File: src/hw/rtl/lswp_pkg.sv
// Shared constants and types for the latency statistics monitor.
`timescale 1ns / 1ps
`default_nettype none

package lswp_pkg;

    localparam int NUM_OPS_DEF     = 16;
    localparam int WINDOW_DEF      = 1024;
    localparam int MIN_SAMPLES_DEF = 100;

    localparam int DATA_W = 32;
    localparam int SUM_W  = 64;

    localparam int PCT_NUM = 99;
    localparam int PCT_DEN = 100;

    // floor(fill*99/100) as (fill * PCT_MUL) >> PCT_SHIFT, exact for fill up to 4096
    localparam int PCT_MUL   = 66437811;
    localparam int PCT_SHIFT = 26;

    localparam logic [1:0] REQ_START = 2'd0;
    localparam logic [1:0] REQ_END   = 2'd1;
    localparam logic [1:0] REQ_CLEAR = 2'd2;

    localparam logic STATUS_OK  = 1'b0;
    localparam logic STATUS_ERR = 1'b1;

    // request to the shared divider
    typedef struct packed {
        logic              start;
        logic [SUM_W-1:0]  dividend;
        logic [DATA_W-1:0] divisor;
    } div_req_t;

endpackage

`default_nettype wire

File: src/hw/rtl/lswp_div.sv
// Iterative 64 by 32 restoring divider, one quotient bit per cycle.
`timescale 1ns / 1ps
`default_nettype none

module lswp_div (
    input  wire logic                                clk,
    input  wire logic                                rst_n,
    input  wire lswp_pkg::div_req_t                  req,
    output logic                                     done,
    output logic [lswp_pkg::SUM_W-1:0]               quotient
);

    logic [lswp_pkg::SUM_W-1:0]  quo_reg;
    logic [lswp_pkg::DATA_W-1:0] rem_reg;
    logic [lswp_pkg::DATA_W-1:0] dsr_reg;
    logic [6:0]                  cnt_reg;
    logic                        busy_reg;
    logic                        done_reg;

    logic [lswp_pkg::DATA_W:0]   trial;
    logic [lswp_pkg::DATA_W:0]   diff;
    logic                        ge;

    assign trial = {rem_reg, quo_reg[lswp_pkg::SUM_W-1]};
    assign diff  = trial - {1'b0, dsr_reg};
    assign ge    = trial >= {1'b0, dsr_reg};

    always_ff @(posedge clk or negedge rst_n)
    begin
        if (!rst_n)
        begin
            busy_reg <= 1'b0;
            done_reg <= 1'b0;
            cnt_reg  <= '0;
        end
        else
        begin
            done_reg <= 1'b0;
            if (req.start)
            begin
                busy_reg <= 1'b1;
                cnt_reg  <= 7'(lswp_pkg::SUM_W);
            end
            else if (busy_reg)
            begin
                cnt_reg <= cnt_reg - 7'd1;
                if (cnt_reg == 7'd1)
                begin
                    busy_reg <= 1'b0;
                    done_reg <= 1'b1;
                end
            end
        end
    end

    always_ff @(posedge clk)
    begin
        if (req.start)
        begin
            quo_reg <= req.dividend;
            rem_reg <= '0;
            dsr_reg <= req.divisor;
        end
        else if (busy_reg)
        begin
            quo_reg <= {quo_reg[lswp_pkg::SUM_W-2:0], ge};
            rem_reg <= ge ? diff[lswp_pkg::DATA_W-1:0] : trial[lswp_pkg::DATA_W-1:0];
        end
    end

    assign done     = done_reg;
    assign quotient = quo_reg;

endmodule

`default_nettype wire

File: config.mk
export PLATFORM = sky130hd
export DESIGN_NAME = lswp_div
export DESIGN_NICKNAME = d
export VERILOG_FILES = /design/src/hw/rtl/lswp_pkg.sv /design/src/hw/rtl/lswp_div.sv
export SDC_FILE = /design/constraint.sdc
export NUM_CORES = 1
export LEC_CHECK = 0
export ABC_CLOCK_PERIOD_IN_PS = 6600
export BUFFER_PORTS_ARGS = -buffer_cell sky130_fd_sc_hd__clkbuf_2
export CORE_UTILIZATION = 39
export CTS_BUF_LIST = sky130_fd_sc_hd__clkbuf_8
export DETAILED_ROUTE_END_ITERATION = 7
export SLEW_MARGIN = 20
export SYNTH_ARGS = -nofsm -noshare
export SYNTH_HDL_FRONTEND = slang
export SYNTH_SLANG_ARGS = --single-unit
File: constraint.sdc
create_clock -name clk -period 6.6 [get_ports clk]
set_clock_uncertainty 0.1 [all_clocks]
set_input_delay 0.99 -clock clk [delete_from_list [all_inputs] [get_ports clk]]
set_output_delay 0.99 -clock clk [all_outputs]
set_load 0.01 [all_outputs]
==> run summary <==
Post-DRT Antenna Nets -> 0
port buffer count -> 163
Tot GR Track Use -> 18.69%
Final setup viols -> 0
clock latency at the later pin of the worst-skew pair -> 460 ps
CP Max Fanout -> 19
wire per inst -> 16.19 um
setup TNS -> 0 ps
Root Buffer Master -> clkbuf_8
first-pass GRT wire length -> 28770 um
Die Y -> 140.2 um
die span in x -> 140.2 um
Via density -> 5.249
CTS buffer count -> 17
CTS tree -> built
share of synthesized area spent on multiplexers -> 9.945%
Critical Path, Cell by Cell -> inv_1, ha_1, o21ai_0, a211oi_2, o211ai_2, a21oi_2, a2111oi_4, o21ai_2, buf_4, o21ai_0, o221a_2
number of enable flip-flop cells after synthesis -> 96
total wire length -> 17520 um
#FFs+latches synth -> 137
synth cell count leaders -> edfxtp_1, nand2_1, mux2_2
Post-CTS Setup Inserts -> 0
top-count cell post-synth -> edfxtp_1
max cap viols -> 0
Max VDD drop -> 184.4 uV
Buf/Inv on CP -> 2
Worst Max-Slew Pin Slew -> 823.7 ps
RSZ-0062 raised after global routing -> no
minimum clock period -> 3349 ps
ANT cells -> 0
post-synthesis sequential area ratio -> 50.33%
area leader, netlist -> edfxtp_1
CTS clock-pin slew for the worst setup and hold paths -> 90 ps
share of the synthesized area in the top cell type -> 38.70%
post-synthesis to final-layout area growth -> 19.42%
Lkg Pwr -> 3.890 nW
initial core utilization -> 39.82%
largest net degree at the start of global routing -> 76
H-tree lvl count -> 4
cell count after synthesis -> 677
crit path launch type -> flop
kind of critical path -> flop to flop
Remaining DRCs -> 0
Synth Area in Compound Gates -> 14.26%
vias in the first global route -> 5653
layout filler cell count -> 1765
total power -> 0.003350 W
Slew Limit Fails -> 0
Yosys cell types -> 63
Synth area leaders -> edfxtp_1, mux2_2, dfxtp_1
Adder-Cell Fraction of Synth Area -> 5.980%
most used cell along the critical path -> o21ai_0
Nets -> 969
register area -> 3750 um^2
Crit path required time -> 6850 ps
io pins -> 164
core region area -> 18710 um^2
Worst path top cell family by delay -> compound AO/OA/AOI/OAI gates
Synth Area in XOR/XNOR -> 3.528%
Syn Area/Cell -> 11.00 um^2
Syn Nets -> 811
post-CTS sizing -> 0
Post-Synth Simple-Gate Area -> 12.04%
Pre-antenna DRT Iters -> 4
crit path DAT -> 3600 ps
vias -> 5679
status -> finished, final reports clean
Reg-to-Reg Start -> dsr_reg[6]
gpl congestion -> 0.7960
layout cell share with drive strength beyond 1 -> 33.37%
Max clock buf depth -> 2
HP Class -> primary input to asynchronous set/reset pin
Tcrit/Tclk final -> 50.74%
Crit. End Element -> flop
Worst Setup SP -> dsr_reg[6]
antenna violations before repair -> 0
die area -> 19650 um^2
max reg flops -> 64
# rows -> 50
cts hold-fix bufs -> 0
pwr/cell area -> 376.7 nW/um^2
CP max stage cell -> o21ai_2
CP max stage delay -> 700 ps
Yosys Warn Count -> 0
# clock sinks -> 137
area of the multi-input gates -> 3408 um^2
hold slack -> 272.1 ps
Hold Vio Cnt, Final -> 0
gr ovfl total -> 0
Iter 0 DRT Violations -> 276
Synth Flop Type -> edfxtp_1
combinational family with the most area after synthesis -> compound AO/OA/AOI/OAI gates
detailed placement HPWL -> 12520 um
Max Freq -> 298.6 MHz
Mapped Area -> 7448 um^2
asr flop ratio synth -> 6.569%
max_slew headroom -> 45.09%
## through the flow
stage | util [%] | std cells | setup slack (ps) | area (um^2)
6_report | 47.55 | 1082 | 3251 | 8895
5_1_grt | 47.55 | 1082 | 2960 | 8895
4_1_cts | 47.55 | 1082 | 3225 | 8895
3_5_place_dp | 45.23 | 1050 | 3250 | 8461
3_3_place_gp | 45.23 | 1050 | 3315 | 8461
2_1_floorplan | - | 677 | 3617 | 7448
## worst reg2reg max path: cells and delay by family, from the launching register on
kind	cells	cell delay, ps
AO/OA/AOI/OAI	8	2000
adder cells (fa/ha/maj)	1	410
buffers and inverters	2	390
flip-flops	1	340
## worst paths after layout
kind	to	slack (ps)	depth (start not counted)
min reg2reg	rem_reg[4]	390	2
min in group clk	rem_reg[4]	390	2
max reg2reg	rem_reg[30]	3250	11
max	rem_reg[30]	3250	11
max in group asynchronous	busy_reg	5910	1
min	done	270	1
## kinds of logic after synthesis
logic type / Yosys count
flip-flops: 137
AND/OR/NAND/NOR: 195
XOR/XNOR: 30
AO/OA/AOI/OAI: 144
multiplexers: 66
adder cells (fa/ha/maj): 35
buffers and inverters: 70
## per-layer routing
metal | track usage, % | part of all wire, %
met4 | 5.552 | 0.94
met1 | 23.83 | 46
met2 | 29.50 | 46
met3 | 6.940 | 7.2
met5 | 0 | 0
## power breakdown
group	total, W	switching [W]	internal (W)
sequential	0.00124	0.000125	0.00112
clock	0.000756	0.000398	0.000359
combinational	0.00135	0.000776	0.000575
total	0.00335	0.00130	0.00205
## area by class of cell
type	instances	share of cell area, %
Multi-Input combinational cell	470	38.32
Tap cell	234	3.292
Clock inverter	15	2.251
Timing Repair Buffer	168	9.622
Sequential cell	137	42.16
Inverter	41	1.730
Clock buffer	17	2.630
## placed cells by master (no fill, tap or decap), drive strengths merged, types with 6 or more instances in the layout
| cell | count |
|---|---|
| and3 | 7 |
| mux2 | 64 |
| clkbuf | 179 |
| ha | 34 |
| nor2 | 49 |
| nand3 | 12 |
| edfxtp | 96 |
| nor3 | 8 |
| nand2 | 80 |
| o21ai | 22 |
| a211oi | 6 |
| xor2 | 11 |
| buf | 6 |
| a311oi | 26 |
| a21oi | 35 |
| dfxtp | 32 |
| inv | 50 |
| a21o | 14 |
| dfrtp | 9 |
| xnor2 | 19 |
No activity file was read; power rests on OpenSTA's default activity.
