==> config.mk <==
export PLATFORM = sky130hd
export DESIGN_NAME = lswp_select
export DESIGN_NICKNAME = d
export VERILOG_FILES = /design/src/hw/rtl/lswp_pkg.sv /design/src/hw/rtl/lswp_select.sv
export SDC_FILE = /design/constraint.sdc
export NUM_CORES = 1
export LEC_CHECK = 0
export ABC_AREA = 1
export ABC_CLOCK_PERIOD_IN_PS = 2500
export BUFFER_PORTS_ARGS = -buffer_cell sky130_fd_sc_hd__buf_4
export CORE_MARGIN = 2
export CORE_UTILIZATION = 58
export CTS_CLUSTER_DIAMETER = 50
export CTS_CLUSTER_SIZE = 20
export DETAILED_ROUTE_END_ITERATION = 12
export PLACE_DENSITY = 0.84
export SYNTH_ARGS = -nofsm -noshare
export SYNTH_HDL_FRONTEND = slang
export SYNTH_SLANG_ARGS = --single-unit
==> constraint.sdc <==
create_clock -name clk -period 2.5 [get_ports clk]
set_input_delay 0.5 -clock clk [delete_from_list [all_inputs] [get_ports clk]]
set_output_delay 0.5 -clock clk [all_outputs]
set_load 0.01 [all_outputs]
==> src/hw/rtl/lswp_pkg.sv <==
// Shared constants and types for the latency statistics monitor.
`timescale 1ns / 1ps
`default_nettype none

package lswp_pkg;

    localparam int NUM_OPS_DEF     = 16;
    localparam int WINDOW_DEF      = 1024;
    localparam int MIN_SAMPLES_DEF = 100;

    localparam int DATA_W = 32;
    localparam int SUM_W  = 64;

    localparam int PCT_NUM = 99;
    localparam int PCT_DEN = 100;

    // floor(fill*99/100) as (fill * PCT_MUL) >> PCT_SHIFT, exact for fill up to 4096
    localparam int PCT_MUL   = 66437811;
    localparam int PCT_SHIFT = 26;

    localparam logic [1:0] REQ_START = 2'd0;
    localparam logic [1:0] REQ_END   = 2'd1;
    localparam logic [1:0] REQ_CLEAR = 2'd2;

    localparam logic STATUS_OK  = 1'b0;
    localparam logic STATUS_ERR = 1'b1;

    // request to the shared divider
    typedef struct packed {
        logic              start;
        logic [SUM_W-1:0]  dividend;
        logic [DATA_W-1:0] divisor;
    } div_req_t;

endpackage

`default_nettype wire

==> src/hw/rtl/lswp_select.sv <==
// Bitwise radix select: k-th smallest of the window, one bit per pass over memory.
`timescale 1ns / 1ps
`default_nettype none

module lswp_select #(
    parameter int WINDOW = lswp_pkg::WINDOW_DEF
) (
    input  wire logic                                  clk,
    input  wire logic                                  rst_n,
    input  wire logic                                  start,
    input  wire logic [$clog2(WINDOW+1)-1:0]           fill,
    input  wire logic [$clog2(WINDOW+1)-1:0]           rank,
    output logic                                       rd_en,
    output logic [$clog2(WINDOW)-1:0]                  rd_idx,
    input  wire logic [lswp_pkg::DATA_W-1:0]           rd_data,
    output logic                                       done,
    output logic [lswp_pkg::DATA_W-1:0]                result
);

    localparam int FILL_W = $clog2(WINDOW + 1);
    localparam int IDX_W  = $clog2(WINDOW);

    typedef enum logic [1:0] {SL_IDLE, SL_SCAN, SL_DECIDE} sel_state_t;

    sel_state_t                  state_reg;
    logic [FILL_W-1:0]           fill_reg;
    logic [FILL_W-1:0]           k_reg;
    logic [FILL_W-1:0]           issue_reg;
    logic [FILL_W-1:0]           cnt_reg;
    logic                        vld_reg;
    logic                        done_reg;
    logic [lswp_pkg::DATA_W-1:0] prefix_reg;
    logic [lswp_pkg::DATA_W-1:0] known_reg;
    logic [lswp_pkg::DATA_W-1:0] bit_reg;

    logic match;

    assign rd_en  = (state_reg == SL_SCAN) && (issue_reg < fill_reg);
    assign rd_idx = issue_reg[IDX_W-1:0];
    // sample agrees with the decided upper bits and has a zero at the current bit
    assign match  = (((rd_data ^ prefix_reg) & known_reg) == '0) && ((rd_data & bit_reg) == '0);

    always_ff @(posedge clk or negedge rst_n)
    begin
        if (!rst_n)
        begin
            state_reg  <= SL_IDLE;
            fill_reg   <= '0;
            k_reg      <= '0;
            issue_reg  <= '0;
            cnt_reg    <= '0;
            vld_reg    <= 1'b0;
            done_reg   <= 1'b0;
            prefix_reg <= '0;
            known_reg  <= '0;
            bit_reg    <= '0;
        end
        else
        begin
            done_reg <= 1'b0;
            vld_reg  <= rd_en;
            case (state_reg)
                SL_IDLE:
                begin
                    if (start)
                    begin
                        fill_reg   <= fill;
                        k_reg      <= rank;
                        issue_reg  <= '0;
                        cnt_reg    <= '0;
                        prefix_reg <= '0;
                        known_reg  <= '0;
                        bit_reg    <= {1'b1, {(lswp_pkg::DATA_W-1){1'b0}}};
                        state_reg  <= SL_SCAN;
                    end
                end
                SL_SCAN:
                begin
                    if (rd_en)
                        issue_reg <= issue_reg + 1'b1;
                    if (vld_reg && match)
                        cnt_reg <= cnt_reg + 1'b1;
                    if (!rd_en && !vld_reg)
                        state_reg <= SL_DECIDE;
                end
                SL_DECIDE:
                begin
                    if (k_reg >= cnt_reg)
                    begin
                        prefix_reg <= prefix_reg | bit_reg;
                        k_reg      <= k_reg - cnt_reg;
                    end
                    known_reg <= known_reg | bit_reg;
                    issue_reg <= '0;
                    cnt_reg   <= '0;
                    if (bit_reg[0])
                    begin
                        done_reg  <= 1'b1;
                        state_reg <= SL_IDLE;
                    end
                    else
                    begin
                        bit_reg   <= bit_reg >> 1;
                        state_reg <= SL_SCAN;
                    end
                end
                default:
                begin
                    state_reg <= SL_IDLE;
                end
            endcase
        end
    end

    assign done   = done_reg;
    assign result = prefix_reg;

endmodule

`default_nettype wire

==> metrics.cfg <==
[run_status]
status = finished clean

[clock_network]
clock_latency_ps = 430
cts_inserted_buffers = 17
cts_sinks = 144
ctsHoldBuffers = 0
cts_buffer_depth = 2
cts_tree = done
clkTransAtPathRegs_ps = 60
cts_root_buf = clkbuf_16
htreeDepth = 4

[finish]
area_growth_pct = 19.3
antenna_cells = 0
stdcell_area_um2 = 9300
fin_util_pct = 70.5
drive_gt1_share_pct = 15.8
nNetsFinal = 1198

[synth]
ys_seq_area_share_pct = 46.3
synth_cells = 1022
synth-edff-count = 0
synth_flop_cell = dfrtp_1
syn_nets = 1103
ys_types = 36
syn_area_um2 = 7790
yosysWarningCount = 0
ys_async_sr_fraction_pct = 100
ys_ff_latch = 144
avgSynthCellArea_um2 = 7.62

[sta]
fmax_ghz = 0.405
fin_crit_sh_pct = 98.8
slew_viol_final = 0
slew_headroom_pct = 33.6
min_period_ps = 2470
whs_ps = 0.0557
hold_viol_final = 0
worst_slew_pin_slew_ps = 995
finalSetupViolCount = 0
skew_ps = 9.41

[pwr]
seq_power_share_pct = 44.0
p_per_area_nw_per_um2 = 632
switching_share_pct = 28.1
peakVddDrop_mv = 0.414
intPower_mw = 4.22
p_switching_mw = 1.65
pwr-share-comb_pct = 13.5
p_clk_share_pct = 42.6
p_leak_nw = 4.91

[floorplan]
num_rows = 42
die_w_um = 120
pin_count = 101
dieArea_um2 = 14400
core_area_um2 = 13200
dieHeight_um = 120
initial_core_util_pct = 59.1

[critical_path]
startpoint_type = flop
path_class = flop to primary output
r2r_cells = 10
end_kind = primary output
cp.required_ps = 2000
crit_fanout = 6
cp.arrival_ps = 1970

[placement]
post_dp_cell_area_um2 = 8670
place_congestion = 0.935
dp_hpwl_mm = 13.0
portBuffers = 100

[route]
firstDrtPassIters = 5
wl_mm = 19.4
ant_nets = 0
dr_total_vias = 7076
wl_per_cell_um = 14.9
drcViolationCount = 0
viasPerCell = 5.42
drt_iter0_drc = 636

[worst_hold_path]
hold_path.class = input port to asynchronous set/reset pin

[run]
cap_violations = 0

[global_route]
grt_pass1_vias = 6594
grt_max_degree = 74
grt.overflow.total = 0
track_usage_pct = 28.4
antenna_found_initial = 0
grt_pass1_wl_mm = 32.4

cells by family after synthesis:
| logic type | share of synthesized area (%) |
|---|---|
| adder cells (fa/ha/maj) | 3.95 |
| AO/OA/AOI/OAI | 10.6 |
| XOR/XNOR | 1.91 |
| buffers and inverters | 9.67 |
| AND/OR/NAND/NOR | 27.6 |
| flip-flops | 46.3 |
stage by stage:
stage	power [mW]	instances	TNS (ps)	setup WS (ps)
global placement	3.33	1270	0	250
global route	6.12	1306	-47.1	-47.1
CTS	5.84	1302	0	34.0
detailed placement	3.35	1270	0	228
floorplan	3.06	1022	0	593
finish	5.87	1306	0	29.7
worst max-delay path: stages (launching register included):
cell,delay (ps)
dfrtp_2,450
ha_1,320
a21oi_1,140
o21ai_0,120
nand2_1,110
nand3_2,130
nor2_4,140
buf_4,130
power by group through the flow:
stage               Combinational [mW]  Sequential, mW  Clock [mW]
floorplan                        0.462            2.60           0
global placement                 0.708            2.63           0
detailed placement               0.726            2.63           0
CTS                              0.733            2.59        2.52
global route                     0.889            2.60        2.63
finish                           0.790            2.58        2.50
per-layer routing:
layer	GRT usage, %	vias up	wire length, µm
met2	43.3	287	8970
li1	-	3461	-
met1	41.1	3301	8720
met4	8.68	0	267
met3	6.04	27	1480
met5	0	-	0
layout make-up:
| cell class | count | area (µm²) |
|---|---|---|
| fill | 1040 | 3890 |
| sequential | 144 | 3610 |
| multi-input combinational | 697 | 3450 |
| timing repair buffer | 118 | 918 |
| inverter | 139 | 522 |
| clock buffer | 17 | 425 |
| tap | 176 | 220 |
| clock inverter | 15 | 151 |
cell usage after synthesis (3+ instances only):
library cell	count	area share [%]
dfrtp_1	144	46
inv_1	137	6.6
a21oi_1	73	4.7
buf_2	5	0.32
ha_1	23	3.7
or2_2	7	0.56
nand3_1	105	6.7
xnor2_1	3	0.34
o21ai_0	35	2.2
nand3b_1	5	0.48
nand2_4	3	0.43
buf_1	4	0.19
nand2_1	266	13
buf_4	16	1.5
clkbuf_1	16	0.77
nand4_1	6	0.48
o21a_1	7	0.67
nor3_1	5	0.32
nor2_2	4	0.32
o22ai_1	29	2.3
xor2_1	14	1.6
nor2_1	96	4.6
path summary, 6_finish.rpt:
check	from	to	slack [ps]
setup / recovery	issue_reg[6]	rd_en	30
max in group asynchronous	rst_n	k_reg[8]	1830
hold reg to reg	vld_reg	state_reg[1]	480
setup reg to reg	cnt_reg[0]	k_reg[6]	170
hold / removal	rst_n	result[26]	0.06
min in group clk	fill[0]	fill_reg[0]	270
placed cells by master, fill, tap and decap left out, types with 6 or more instances in the layout:
master,instances
nor2_1,95
o22ai_1,29
nand2_1,266
o21a_1,7
buf_4,114
xor2_1,14
o21ai_0,35
nand4_1,6
inv_1,137
dfrtp_1,140
ha_1,23
a21oi_1,73
nand3_1,104
clkbuf_16,17
or2_2,7
what timing repair did:
item                                    in CTS  in global routing
gates resized for setup                      1                  7
endpoints found under the hold margin        0                  0
pin swaps                                    0                  1
endpoints found under the setup margin       1                  9
buffers inserted                             0                  4
Power figures use the tool's default switching activity.
